`config.mk`:
```
export PLATFORM = sky130hd
export DESIGN_NAME = alfr_ctrl
export DESIGN_NICKNAME = d
export VERILOG_FILES = /design/src/rtl/alfr_pkg.sv /design/src/rtl/alfr_ctrl.sv
export SDC_FILE = /design/constraint.sdc
export NUM_CORES = 1
export LEC_CHECK = 0
export BUFFER_PORTS_ARGS = -buffer_cell sky130_fd_sc_hd__buf_2
export CAP_MARGIN = 10
export CORE_UTILIZATION = 43
export CTS_CLUSTER_DIAMETER = 100
export DETAILED_ROUTE_END_ITERATION = 10
export PLACE_DENSITY = 0.8
export SLEW_MARGIN = 20
export SYNTH_ARGS = -nofsm -noshare
export SYNTH_HDL_FRONTEND = slang
export SYNTH_SLANG_ARGS = --single-unit
```
`constraint.sdc`:
```
create_clock -name clk -period 3.6 [get_ports clk]
set_input_delay 0.18 -clock clk [delete_from_list [all_inputs] [get_ports clk]]
set_output_delay 0.18 -clock clk [all_outputs]
set_load 0.02 [all_outputs]
```
`src/rtl/alfr_pkg.sv`:
```
`timescale 1ns / 1ps
// ----------------------------------------------------------------------------
// alfr_pkg
// Shared types and constants of the additive lagged-fibonacci generator.
// ----------------------------------------------------------------------------
package alfr_pkg;

    localparam logic [1:0] MODE_RAW   = 2'd0;
    localparam logic [1:0] MODE_B32   = 2'd1;
    localparam logic [1:0] MODE_B64   = 2'd2;
    localparam logic [1:0] MODE_SEED  = 2'd3;

    localparam logic [31:0] PM_MODULUS = 32'd2147483647;
    localparam logic [14:0] PM_MULT    = 15'd16807;
    localparam logic [16:0] PM_QUOT    = 17'd127773;
    localparam logic [11:0] PM_REM     = 12'd2836;

    typedef struct packed {
        logic [1:0]  mode;
        logic [63:0] bound;
    } alfr_in_t;

    typedef struct packed {
        logic [63:0] value;
        logic        bad_bound;
    } alfr_out_t;

    // datapath commands
    typedef struct packed {
        logic seed_start;   // load word 0, reset taps
        logic seed_step;    // one step of a park-miller word
        logic draw;         // one table draw
        logic draw_hi;      // draw goes to the upper word
        logic clr_acc;      // clear draw accumulator
        logic div_start;    // start modulo
        logic div_step;     // one remainder bit
        logic div_w64;      // modulo over 64 bits
    } alfr_cmd_t;

    typedef struct packed {
        logic seed_last;    // last table word being written
        logic div_last;     // last remainder bit
    } alfr_sts_t;

endpackage

```
`src/rtl/alfr_ctrl.sv`:
```
`timescale 1ns / 1ps
// ----------------------------------------------------------------------------
// alfr_ctrl
// Sequencer: reseed fill, warm-up draws, draws and modulo per request.
// ----------------------------------------------------------------------------
module alfr_ctrl #(
    parameter int TABLE_SIZE    = 31,
    parameter int WARMUP_ROUNDS = 10
) (
    input  logic              clk,
    input  logic              rst_n,
    input  logic              in_valid,
    output logic              in_stall,
    input  alfr_pkg::alfr_in_t in_data,
    output logic              out_valid,
    input  logic              out_stall,
    output alfr_pkg::alfr_out_t out_data,
    output alfr_pkg::alfr_cmd_t cmd,
    input  alfr_pkg::alfr_sts_t sts,
    input  logic [63:0]       result
);
    import alfr_pkg::*;

    localparam int WARM = WARMUP_ROUNDS * TABLE_SIZE;
    localparam int WW = $clog2(WARM + 1);

    localparam logic [2:0] S_IDLE = 3'd0;
    localparam logic [2:0] S_SEED = 3'd1;
    localparam logic [2:0] S_WARM = 3'd2;
    localparam logic [2:0] S_DRAW = 3'd3;
    localparam logic [2:0] S_DRAW2 = 3'd4;
    localparam logic [2:0] S_DIVI = 3'd5;
    localparam logic [2:0] S_DIV = 3'd6;
    localparam logic [2:0] S_DONE = 3'd7;

    logic [2:0]    state_reg, state_next;
    logic [WW-1:0] cnt_reg, cnt_next;
    logic [1:0]    mode_reg, mode_next;
    logic          rst_seed_reg, rst_seed_next;
    logic          oval_reg, oval_next;
    alfr_out_t     odata_reg, odata_next;
    logic          zero_b;
    logic          accept;

    assign in_stall = (state_reg != S_IDLE) || oval_reg || rst_seed_reg;
    assign accept   = in_valid && !in_stall;
    assign zero_b = (in_data.mode == MODE_B32) ? (in_data.bound[31:0] == 32'd0)
                                               : (in_data.bound == 64'd0);

    // next-state logic
    always_comb
    begin
        state_next = state_reg;
        cnt_next = cnt_reg;
        mode_next = mode_reg;
        rst_seed_next = rst_seed_reg;
        oval_next = oval_reg && out_stall;
        odata_next = odata_reg;
        cmd = '0;
        case (state_reg)
            S_IDLE:
            begin
                if (rst_seed_reg)
                begin
                    cmd.seed_start = 1'b1;
                    state_next = S_SEED;
                end
                else if (accept)
                begin
                    mode_next = in_data.mode;
                    cmd.clr_acc = 1'b1;
                    case (in_data.mode)
                        MODE_SEED:
                        begin
                            cmd.seed_start = 1'b1;
                            state_next = S_SEED;
                        end
                        MODE_RAW: state_next = S_DRAW;
                        default:
                        begin
                            if (zero_b)
                            begin
                                oval_next = 1'b1;
                                odata_next.value = '0;
                                odata_next.bad_bound = 1'b1;
                            end
                            else
                                state_next = S_DRAW;
                        end
                    endcase
                end
            end
            S_SEED:
            begin
                cmd.seed_step = 1'b1;
                if (sts.seed_last)
                begin
                    state_next = S_WARM;
                    cnt_next = WW'(WARM);
                end
            end
            S_WARM:
            begin
                cmd.draw = 1'b1;
                cnt_next = cnt_reg - 1'b1;
                if (cnt_reg == WW'(1))
                begin
                    state_next = S_IDLE;
                    if (rst_seed_reg)
                        rst_seed_next = 1'b0;
                    else
                    begin
                        oval_next = 1'b1;
                        odata_next = '0;
                    end
                end
            end
            S_DRAW:
            begin
                cmd.draw = 1'b1;
                state_next = (mode_reg == MODE_B64) ? S_DRAW2 : S_DIVI;
            end
            S_DRAW2:
            begin
                cmd.draw = 1'b1;
                cmd.draw_hi = 1'b1;
                state_next = S_DIVI;
            end
            S_DIVI:
            begin
                if (mode_reg == MODE_RAW)
                begin
                    state_next = S_DONE;
                end
                else
                begin
                    cmd.div_start = 1'b1;
                    cmd.div_w64 = (mode_reg == MODE_B64);
                    state_next = S_DIV;
                end
            end
            S_DIV:
            begin
                cmd.div_step = 1'b1;
                cmd.div_w64 = (mode_reg == MODE_B64);
                if (sts.div_last)
                    state_next = S_DONE;
            end
            default:
            begin
                cmd.clr_acc = (mode_reg == MODE_RAW);
                oval_next = 1'b1;
                odata_next.value = result;
                odata_next.bad_bound = 1'b0;
                state_next = S_IDLE;
            end
        endcase
    end

    always_ff @(posedge clk or negedge rst_n)
    begin
        if (!rst_n)
        begin
            state_reg <= S_IDLE;
            cnt_reg <= '0;
            mode_reg <= MODE_RAW;
            rst_seed_reg <= 1'b1;
            oval_reg <= 1'b0;
        end
        else
        begin
            state_reg <= state_next;
            cnt_reg <= cnt_next;
            mode_reg <= mode_next;
            rst_seed_reg <= rst_seed_next;
            oval_reg <= oval_next;
        end
    end

    always_ff @(posedge clk)
    begin
        odata_reg <= odata_next;
    end

    assign out_valid = oval_reg;
    assign out_data = odata_reg;
endmodule

```
==> reports/qor.csv <==
metric,value,unit
outcome,"finished, final reports clean",
finalCritPeriodShare,68.8,%
firstDrtPassIters,4,
numCtsBuffers,9,
grt_pass1_wl,14600,um
vias,2942,
die_w,92.7,um
setup_viol,0,
reg2reg_from,state_reg[2],
cp.required,3620,ps
r2r_slack,1120,ps
fmax,0.404,GHz
netlist_area,3540,sq um
ys_top_cells_by_area,"edfxtp_1 55%, and2_1 12%, dfrtp_1 11%",
yosysSeqAreaShare,66.5,%
synth.most_common_cell,and2_1,
nNetsFinal,622,
p_total,3.51,mW
critPathLaunchType,flip-flop,
synth_area_leader_cell,edfxtp_1,
drt-total-wl,9220,um
viasPerCell,4.99,
p_leak,2.14,nW
hold_viol,0,
cp-end-kind,flip-flop,
fp.dieArea,8600,sq um
ant_nets,0,
initial_core_util,45.1,%
ys_top_cells_by_count,"66 x and2_1, 65 x edfxtp_1, 18 x nor4_1",
syn_area_per_cell,13.1,sq um
num-fill-cells,633,
largest_reg_flops,65,
synthCells,270,
grt_max_degree,68,
drive_above_1_share,48.4,%
cts_root_buf,clkbuf_8,
antenna_found_initial,1,
wl_per_cell,15.7,um
path_clk_slew,80,ps
ioPinCount,211,
clock_latency,360,ps
cts_tree,done,
holdPathStages,3,
cts_setup_buffers,0,
clock-sinks,81,
core_area,7850,sq um
post-route-min-period,2480,ps
slew-limit-headroom,42.7,%
hp-class,primary input to flip-flop,
yosysWarningCount,0,
post_cts_resize_count,0,
worst_pin_slew,860,ps
synth_seq_cells,81,
grt_usage,22.8,%
synth-edff-count,65,
rsz0062_at_grt,false,
drc,0,
dp_hpwl,6990,um
syn_nets,411,
hold-path-endpoint,out_valid,
synth_cell_type_count,41,
hp-start,out_stall,
gr-total-overflow,0,
finClkSkew,11.3,ps
async_reset_ff_share,19.8,%
grt_pass1_vias,2895,
port_buffers,210,
slew_violations,0,
cts_max_level,3,
gp_congestion,0.816,
drt_iter0_drc,127,
r2r-end,out_data[49],
ys.flop_type,edfxtp_1,
die_y,92.7,um
power_density,715,nW/um^2
clock_path_buffers,2,
critPathArrivalTime,2500,ps
rr_worst_depth,5,
synth.top_cell.area_share,55.2,%
std_cell_rows,32,
cp_max_fo,67,
max_cap_viol_count,0,
vdd_drop_max,0.407,mV
finalSetupTns,0,ps
crit_type,flip-flop to flip-flop,
synthToLayoutAreaGrowth,38.5,%
## metal layers
layer	GRT usage [%]	wire length [um]	vias up
li1	-	-	1412
met2	36.7	4500	122
met5	0	0	-
met4	10.3	243	0
met1	29.3	3820	1387
met3	5.25	659	21
## per-stage QoR
| step | instances | area (sq um) | util (%) | worst slack, ps | hold WS, ps |
|---|---|---|---|---|---|
| after global placement | 571 | 4690 | 59.7 | 1120 | 119 |
| after CTS | 588 | 4900 | 62.4 | 1090 | 43.0 |
| after detailed placement | 571 | 4690 | 59.7 | 1110 | 123 |
| final | 589 | 4900 | 62.4 | 1120 | 49.2 |
| after floorplan | 270 | 3540 | - | 487 | -116 |
| after global routing | 589 | 4900 | 62.4 | 873 | 63.8 |
## worst max-delay path: stages, from the launching register on
cell,delay [ps]
dfrtp_1,560
or2_2,700
o31ai_1,340
nand2_1,110
nand2_2,110
buf_12,310
## final cells by class
type / instances / area [sq um] / area share, %
antenna: 1 / 2.50 / 0.0511
clock buffer: 9 / 124 / 2.53
clock inverter: 7 / 77.6 / 1.58
inverter: 5 / 18.8 / 0.383
multi-input combinational: 172 / 1110 / 22.8
sequential: 81 / 2350 / 48.0
tap: 102 / 128 / 2.60
timing repair buffer: 212 / 1080 / 22.1
## logic make-up after synthesis
family,after synthesis,synth area share [%]
XOR/XNOR,2,0.495
AO/OA/AOI/OAI,22,4.31
adder cells (fa/ha/maj),5,1.77
buffers and inverters,17,2.05
flip-flops,81,66.5
AND/OR/NAND/NOR,139,23.6
multiplexers,4,1.24
## cell usage in the layout (no fill, tap or decap), types with 2 or more instances in the layout
master / instances
a21oi_1: 3
and2_1: 66
buf_2: 210
clkbuf_8: 9
clkinv_4: 3
dfrtp_1: 15
edfxtp_1: 65
ha_1: 5
inv_1: 5
inv_6: 2
mux2_2: 3
nand2_1: 10
nand2b_1: 5
nand3_1: 4
nand4_1: 5
nor2_1: 11
nor3_1: 9
nor3b_1: 2
nor4_1: 18
nor4b_1: 2
o21ai_0: 4
o21bai_1: 2
o31ai_1: 2
or3_4: 2
xnor2_1: 2
## timing repair
item	CTS	global route
hold buffers	1	0
endpoints found under the hold margin	15	0
setup endpoints to repair	0	0
## how the worst max path moves through the flow
| stage | startpoint | to | slack [ps] | cells past startpoint |
|---|---|---|---|---|
| 3_5_place_dp | state_reg[2] | out_data[45] | 1110 | 5 |
| 5_1_grt | state_reg[2] | out_data[64] | 870 | 5 |
| 4_1_cts | state_reg[2] | out_data[16] | 1090 | 5 |
| 3_3_place_gp | state_reg[2] | out_data[47] | 1120 | 5 |
| 2_1_floorplan | state_reg[2] | out_data[0] | 490 | 6 |
| 6_report | state_reg[2] | out_data[49] | 1120 | 5 |
## report_power, final
| part | switching, mW | total, mW | internal [mW] |
|---|---|---|---|
| registers | 0.190 | 1.58 | 1.39 |
| logic | 0.767 | 1.26 | 0.489 |
| clock network | 0.344 | 0.671 | 0.327 |
Note: power is estimated with default switching activity, not from simulation.
