## src/rtl/alfr_pkg.sv

```systemverilog
`timescale 1ns / 1ps
// ----------------------------------------------------------------------------
// alfr_pkg
// Shared types and constants of the additive lagged-fibonacci generator.
// ----------------------------------------------------------------------------
package alfr_pkg;

    localparam logic [1:0] MODE_RAW   = 2'd0;
    localparam logic [1:0] MODE_B32   = 2'd1;
    localparam logic [1:0] MODE_B64   = 2'd2;
    localparam logic [1:0] MODE_SEED  = 2'd3;

    localparam logic [31:0] PM_MODULUS = 32'd2147483647;
    localparam logic [14:0] PM_MULT    = 15'd16807;
    localparam logic [16:0] PM_QUOT    = 17'd127773;
    localparam logic [11:0] PM_REM     = 12'd2836;

    typedef struct packed {
        logic [1:0]  mode;
        logic [63:0] bound;
    } alfr_in_t;

    typedef struct packed {
        logic [63:0] value;
        logic        bad_bound;
    } alfr_out_t;

    // datapath commands
    typedef struct packed {
        logic seed_start;   // load word 0, reset taps
        logic seed_step;    // one step of a park-miller word
        logic draw;         // one table draw
        logic draw_hi;      // draw goes to the upper word
        logic clr_acc;      // clear draw accumulator
        logic div_start;    // start modulo
        logic div_step;     // one remainder bit
        logic div_w64;      // modulo over 64 bits
    } alfr_cmd_t;

    typedef struct packed {
        logic seed_last;    // last table word being written
        logic div_last;     // last remainder bit
    } alfr_sts_t;

endpackage

```

## src/rtl/alfr_datapath.sv

```systemverilog
`timescale 1ns / 1ps
// ----------------------------------------------------------------------------
// alfr_datapath
// Lag table memory, park-miller seeding step, draw adder and a
// restoring bit-serial modulo unit.
// ----------------------------------------------------------------------------
module alfr_datapath #(
    parameter int TABLE_SIZE     = 31,
    parameter int LAG_SEPARATION = 3
) (
    input  logic              clk,
    input  logic              rst_n,
    input  alfr_pkg::alfr_cmd_t cmd,
    output alfr_pkg::alfr_sts_t sts,
    input  logic [31:0]       seed,
    input  logic [63:0]       bound,
    output logic [63:0]       result
);
    import alfr_pkg::*;

    localparam int IW = $clog2(TABLE_SIZE);
    localparam logic [IW-1:0] LAST_IDX = IW'(TABLE_SIZE - 1);
    localparam logic [IW-1:0] FRONT0 =
        (LAG_SEPARATION < TABLE_SIZE) ? IW'(LAG_SEPARATION) : '0;
    // reciprocal of PM_QUOT scaled by 2^48
    localparam logic [31:0] PM_RECIP = 32'((64'd1 << 48) / 64'(PM_QUOT));

    // table held in flip-flops, each read at the tap indices
    logic [31:0]   tbl_reg [TABLE_SIZE];
    logic [IW-1:0] front_reg, rear_reg;
    logic [IW-1:0] front_next, rear_next;

    // seeding state: current x (signed), write index, pipeline stage
    logic signed [31:0] x_reg;
    logic [IW-1:0]      widx_reg;
    logic [1:0]         pm_ph_reg;
    logic [15:0]        qest_reg;
    logic signed [47:0] prod_a_reg, prod_b_reg;
    logic signed [31:0] q_reg, m_reg;

    logic [63:0] acc_reg;
    logic [63:0] rem_reg;
    logic [63:0] quo_reg;
    logic [6:0]  bit_reg;

    logic [31:0] w_sum;
    assign w_sum = tbl_reg[front_reg] + tbl_reg[rear_reg];

    // cyclic tap advance
    always_comb
    begin
        front_next = (front_reg == LAST_IDX) ? '0 : front_reg + 1'b1;
        rear_next  = (rear_reg == LAST_IDX) ? '0 : rear_reg + 1'b1;
    end

    // truncating division by PM_QUOT: reciprocal estimate, then one correction
    logic [31:0] x_mag;
    logic [63:0] qprod;
    logic [31:0] qd;
    logic [31:0] rm_raw;
    logic [31:0] qm;
    logic [31:0] rm;
    logic signed [48:0] t_sum;
    assign x_mag = x_reg[31] ? 32'(-x_reg) : 32'(x_reg);
    always_comb
    begin
        qprod = 64'(x_mag) * 64'(PM_RECIP);
        qd = 32'(qest_reg) * 32'(PM_QUOT);
        rm_raw = x_mag - qd;
        if (rm_raw >= 32'(PM_QUOT))
        begin
            qm = 32'(qest_reg) + 32'd1;
            rm = rm_raw - 32'(PM_QUOT);
        end
        else
        begin
            qm = 32'(qest_reg);
            rm = rm_raw;
        end
        t_sum = 49'(prod_a_reg) - 49'(prod_b_reg);
        if (t_sum < 0)
            t_sum = t_sum + 49'(PM_MODULUS);
    end

    always_ff @(posedge clk or negedge rst_n)
    begin
        if (!rst_n)
        begin
            pm_ph_reg <= '0;
            front_reg <= FRONT0;
            rear_reg  <= '0;
        end
        else
        begin
            if (cmd.seed_start)
            begin
                pm_ph_reg <= '0;
                front_reg <= FRONT0;
                rear_reg  <= '0;
            end
            else if (cmd.seed_step)
            begin
                pm_ph_reg <= pm_ph_reg + 2'd1;
            end
            else if (cmd.draw)
            begin
                front_reg <= front_next;
                rear_reg  <= rear_next;
            end
        end
    end

    always_ff @(posedge clk)
    begin
        if (cmd.seed_start)
        begin
            tbl_reg[0] <= seed;
            x_reg      <= seed;
            widx_reg   <= IW'(1);
        end
        else if (cmd.seed_step)
        begin
            case (pm_ph_reg)
                2'd0:
                begin
                    qest_reg <= qprod[63:48];
                end
                2'd1:
                begin
                    q_reg <= x_reg[31] ? -$signed(qm) : $signed(qm);
                    m_reg <= x_reg[31] ? -$signed(rm) : $signed(rm);
                end
                2'd2:
                begin
                    prod_a_reg <= 48'(m_reg) * 48'(PM_MULT);
                    prod_b_reg <= 48'(q_reg) * 48'(PM_REM);
                end
                default:
                begin
                    x_reg <= t_sum[31:0];
                    tbl_reg[widx_reg] <= t_sum[31:0];
                    widx_reg <= widx_reg + 1'b1;
                end
            endcase
        end
        else if (cmd.draw)
        begin
            tbl_reg[front_reg] <= w_sum;
        end
        if (cmd.clr_acc)
            acc_reg <= '0;
        else if (cmd.draw)
        begin
            if (cmd.draw_hi)
                acc_reg[63:32] <= {1'b0, w_sum[31:1]};
            else
                acc_reg[31:0] <= {1'b0, w_sum[31:1]};
        end
        // restoring remainder, one bit per cycle, msb first
        if (cmd.div_start)
        begin
            rem_reg <= '0;
            quo_reg <= acc_reg;
            bit_reg <= cmd.div_w64 ? 7'd63 : 7'd31;
        end
        else if (cmd.div_step)
        begin
            logic [64:0] trial;
            logic [63:0] dv;
            trial = {rem_reg, cmd.div_w64 ? quo_reg[63] : quo_reg[31]};
            dv = cmd.div_w64 ? bound : {32'd0, bound[31:0]};
            if (trial >= {1'b0, dv})
                trial = trial - {1'b0, dv};
            rem_reg <= trial[63:0];
            quo_reg <= {quo_reg[62:0], 1'b0};
            bit_reg <= bit_reg - 7'd1;
        end
    end

    assign sts.seed_last = (widx_reg == LAST_IDX) && (pm_ph_reg == 2'd3);
    assign sts.div_last  = (bit_reg == 7'd0);
    assign result = cmd.clr_acc ? acc_reg : rem_reg;
endmodule

```

## config.mk

```make
export PLATFORM = sky130hd
export DESIGN_NAME = alfr_datapath
export DESIGN_NICKNAME = d
export VERILOG_FILES = /design/src/rtl/alfr_pkg.sv /design/src/rtl/alfr_datapath.sv
export SDC_FILE = /design/constraint.sdc
export NUM_CORES = 2
export LEC_CHECK = 0
export ABC_AREA = 1
export BUFFER_PORTS_ARGS = -buffer_cell sky130_fd_sc_hd__buf_2
export CORE_UTILIZATION = 59
export CTS_BUF_LIST = sky130_fd_sc_hd__clkbuf_8 sky130_fd_sc_hd__clkbuf_16
export DETAILED_ROUTE_END_ITERATION = 10
export PLACE_DENSITY = 0.81
export SLEW_MARGIN = 10
export SYNTH_ARGS = -nofsm -noshare
export SYNTH_HDL_FRONTEND = slang
export SYNTH_SLANG_ARGS = --single-unit
```

## constraint.sdc

```tcl
create_clock -name clk -period 8.3 [get_ports clk]
set_input_delay 0.415 -clock clk [delete_from_list [all_inputs] [get_ports clk]]
set_output_delay 0.415 -clock clk [all_outputs]
set_load 0.005 [all_outputs]
```

==> key figures <==
Min path
  – Hold Path Cell Cnt: 3
  – Type of the most critical hold path: in2reg

Finish
  – Most common cell after layout, fill and taps aside: inv_1
  – Number of flip-flops in the largest register: 992
  – Most frequent cells in the layout: 2,774 x inv_1, 1,754 x nand2_1, 1,494 x o21ai_0
  – Syn-to-layout area delta: 10.1%
  – Total Nets Final: ~16,000
  – Share of layout cells above drive strength 1: about 8.1%

Logic synthesis
  – FF+latch count, synth: 1,412
  – Cell count after synthesis: roughly 13,000
  – Simple-Gate Fraction of Synth Area: between 10% and 20%
  – Main combinational cell family by area after synthesis: adder cells
  – Syn avg cell area: 8.61 µm²
  – Number of flops mapped to enable cells by yosys: ~1,300
  – Post-synthesis adder-cell area fraction: roughly a quarter
  – Cell variety after synth: 69
  – Primary FF master, synth: edfxtp_1
  – Mux share of post-synthesis cell area: less than 1%
  – Synthesis Warnings: 0
  – Synth Area in Compound Gates: ~16%
  – Seq/Total Area, Yosys: roughly 35%
  – Async SR Flop Fraction: less than 1%
  – Synth Net Count: between 15,000 and 20,000
  – Xor/xnor cell area share of the yosys netlist: roughly 2.6%
  – Cell area after synthesis: 0.116 mm²

STA
  – TNS Setup: -0.0721 ns
  – Worst-Margin Slew: between 1 and 1.5 ns
  – RSZ-0062 raised after global routing: true
  – PnR worst setup slack: -0.0500 ns
  – Setup-failing EPs final: 2
  – Max Fclk: roughly 0.12 GHz
  – Final min period: roughly 8.3 ns
  – Clock skew: around 0.057 ns
  – Max-slew headroom: -0.150%
  – Final hold vios: 0
  – Period utilization: 101%
  – Fin. max-slew vios: 1

Global routing
  – Number of global-route vias before repair: between 90,000 and 100k
  – Largest net degree at the start of global routing: ~220
  – Initial antenna violation count: 77
  – First-pass GRT wire length: a little under 600,000 µm
  – Gr ovfl total: 0
  – Total GRT Usage: 39.5%

Worst setup path
  – R2R setup slack: -0.05 ns
  – Worst Setup SP: x_reg[0]$_DFFE_PP_
  – CP arrival: roughly 9 ns
  – Max stage delay cell, worst path: fa_1
  – Reg2Reg Capture Point: qest_reg[10]$_DFFE_PP_
  – WS Path Type: reg2reg
  – Worst setup endpoint: qest_reg[10]$_DFFE_PP_
  – CP most frequent cell: fa_1
  – Max incr delay on CP: between 0.5 and 0.6 ns
  – Worst Reg-to-Reg Cells: 40
  – FF-to-FF Start: x_reg[0]$_DFFE_PP_
  – CP endpoint kind: flop
  – CP Max Fanout: 4
  – Worst EP required: 8.89 ns
  – Crit path launch type: flop

Clock tree
  – Worst-skew pair later-pin latency: ~0.86 ns
  – CTS buffer count: approximately 150
  – Clk buf depth: 3
  – CTS H-Tree Depth: 4
  – CTS Sinks: 1,412
  – CTS root buf: clkbuf_16
  – Clock slew at reported path FFs: around 0.060 ns
  – TritonCTS clock tree: built

Placed design
  – Final GP Congestion: 1.04
  – Post-DP HPWL: 281,000 µm
  – I/O Buffers: approximately 170

Drt
  – Met3 WL post-DR: 50,000 µm
  – Number of routed nets with antenna violations: 0
  – DR vias/cell: ~6.1
  – Metal-1 WL: 136,000 µm
  – Drt total wl: 397,000 µm
  – Metal2 WL: between 150,000 and 200,000 µm
  – Highest Signal Layer: met5
  – Iteration-0 DRC Markers: 15,000
  – Residual DRC count: 1
  – DR WL/cell: between 20 and 25 µm
  – DR pass1 iterations: 11
  – Via count: 100,000

Die
  – Die W: around 450 µm
  – Die ar.: just under 0.2 mm²
  – Core ar.: between 0.15 and 0.2 mm²
  – Initial core utilization: about three fifths
  – I/O pins: about 170
  – FP Rows: about 160
  – Die height: 446 µm

Job
  – Max-cap violation count: 1

Status
  – Failing checks: design-rule violations, max-capacitance violations, max-slew violations, negative setup slack
  – Status: complete, but fails checks
cells in the mapped netlist, types with 24 or more instances:
library cell  number  area [µm²]
o21ai_0         1532        7670
fa_1             710       14200
clkbuf_1         437        1640
dfxtp_1          131        2620
nand2_2           40         250
o21bai_1          24         180
inv_1           2760       10400
nor2_1           917        3440
a21oi_1         1001        5010
a211oi_1          47         353
buf_1             64         240
or2_2             26         163
a31oi_1          112         701
nand3_1          445        2230
o211ai_1         285        2140
xnor2_1          136        1190
nand2_1         1771        6650
nor3_1            59         295
o221ai_1          69         604
ha_1            1040       13000
o21a_1            47         353
edfxtp_1        1269       38100
xor2_1           204        1790
nand4_1           68         425
layout make-up:
cell class	instances	area [µm²]
diodes	59	148
clock buffers	160	3950
clock inverters	121	1060
fillers	15500	67300
inverters	2779	10500
multi-input cells	8774	63800
flip-flops and latches	1412	41100
well taps	2624	3280
repair buffers	576	4180
metrics by stage:
stage                     cell area, µm²  setup slack (ns)  hold WS (ns)  util, %  std cells
final                             128000           -0.0500        0.0575     65.5      16500
after global routing              128000            -0.392        0.0435     65.5      16500
after CTS                         127000            0.0102        0.0251     65.0      16400
after detailed placement          122000            -0.341         0.345     62.3      16100
after global placement            122000            -0.300         0.346     62.3      16100
after floorplan                   116000             0.100         0.119        -      13500
kinds of logic (layout without fill, tap and decap cells):
| logic type | Yosys count | count (layout) |
|---|---|---|
| XOR/XNOR | 342 | 342 |
| multiplexers | 1 | 1 |
| adder cells (fa/ha/maj) | 1750 | 1750 |
| buffers and inverters | 3302 | 3636 |
| AND/OR/NAND/NOR | 3396 | 3396 |
| flip-flops | 1412 | 1412 |
| AO/OA/AOI/OAI | 3285 | 3285 |
| other | 0 | 59 |
critical path, delay by kind of cell, from the launching register on:
kind,cells,cell delay [ns]
adder cells (fa/ha/maj),9,3.40
XOR/XNOR,2,0.38
flip-flops,1,0.41
AND/OR/NAND/NOR,17,2.44
AO/OA/AOI/OAI,4,0.57
buffers and inverters,8,0.89
routing by layer:
layer	vias up	track usage, %
li1	45100	-
met1	46800	47.5
met2	6612	59.6
met3	1727	10.9
met4	26	31.7
met5	-	0.488
worst min path at each step:
stage | start | slack, ns | end
final | seed[20] | 0.06 | x_reg[20]$_DFFE_PP_
after floorplan | rst_n | 0.12 | front_reg[2]$_DFFE_PN0P_
after global routing | seed[3] | 0.04 | x_reg[3]$_DFFE_PP_
after CTS | seed[3] | 0.03 | x_reg[3]$_DFFE_PP_
after global placement | rst_n | 0.35 | pm_ph_reg[0]$_DFFE_PN0P_
after detailed placement | rst_n | 0.34 | pm_ph_reg[0]$_DFFE_PN0P_
what timing repair did:
action,4_1_cts,5_1_grt
hold buffers,16,0
pin swaps,2,46
hold endpoints to repair,28,0
gates resized for setup,13,167
setup buffers,5,16
setup endpoints to repair,16,70
Power is left out: the tool's default activity adds up to more than one toggle a clock period on the data nets, which glitch-free logic cannot reach.
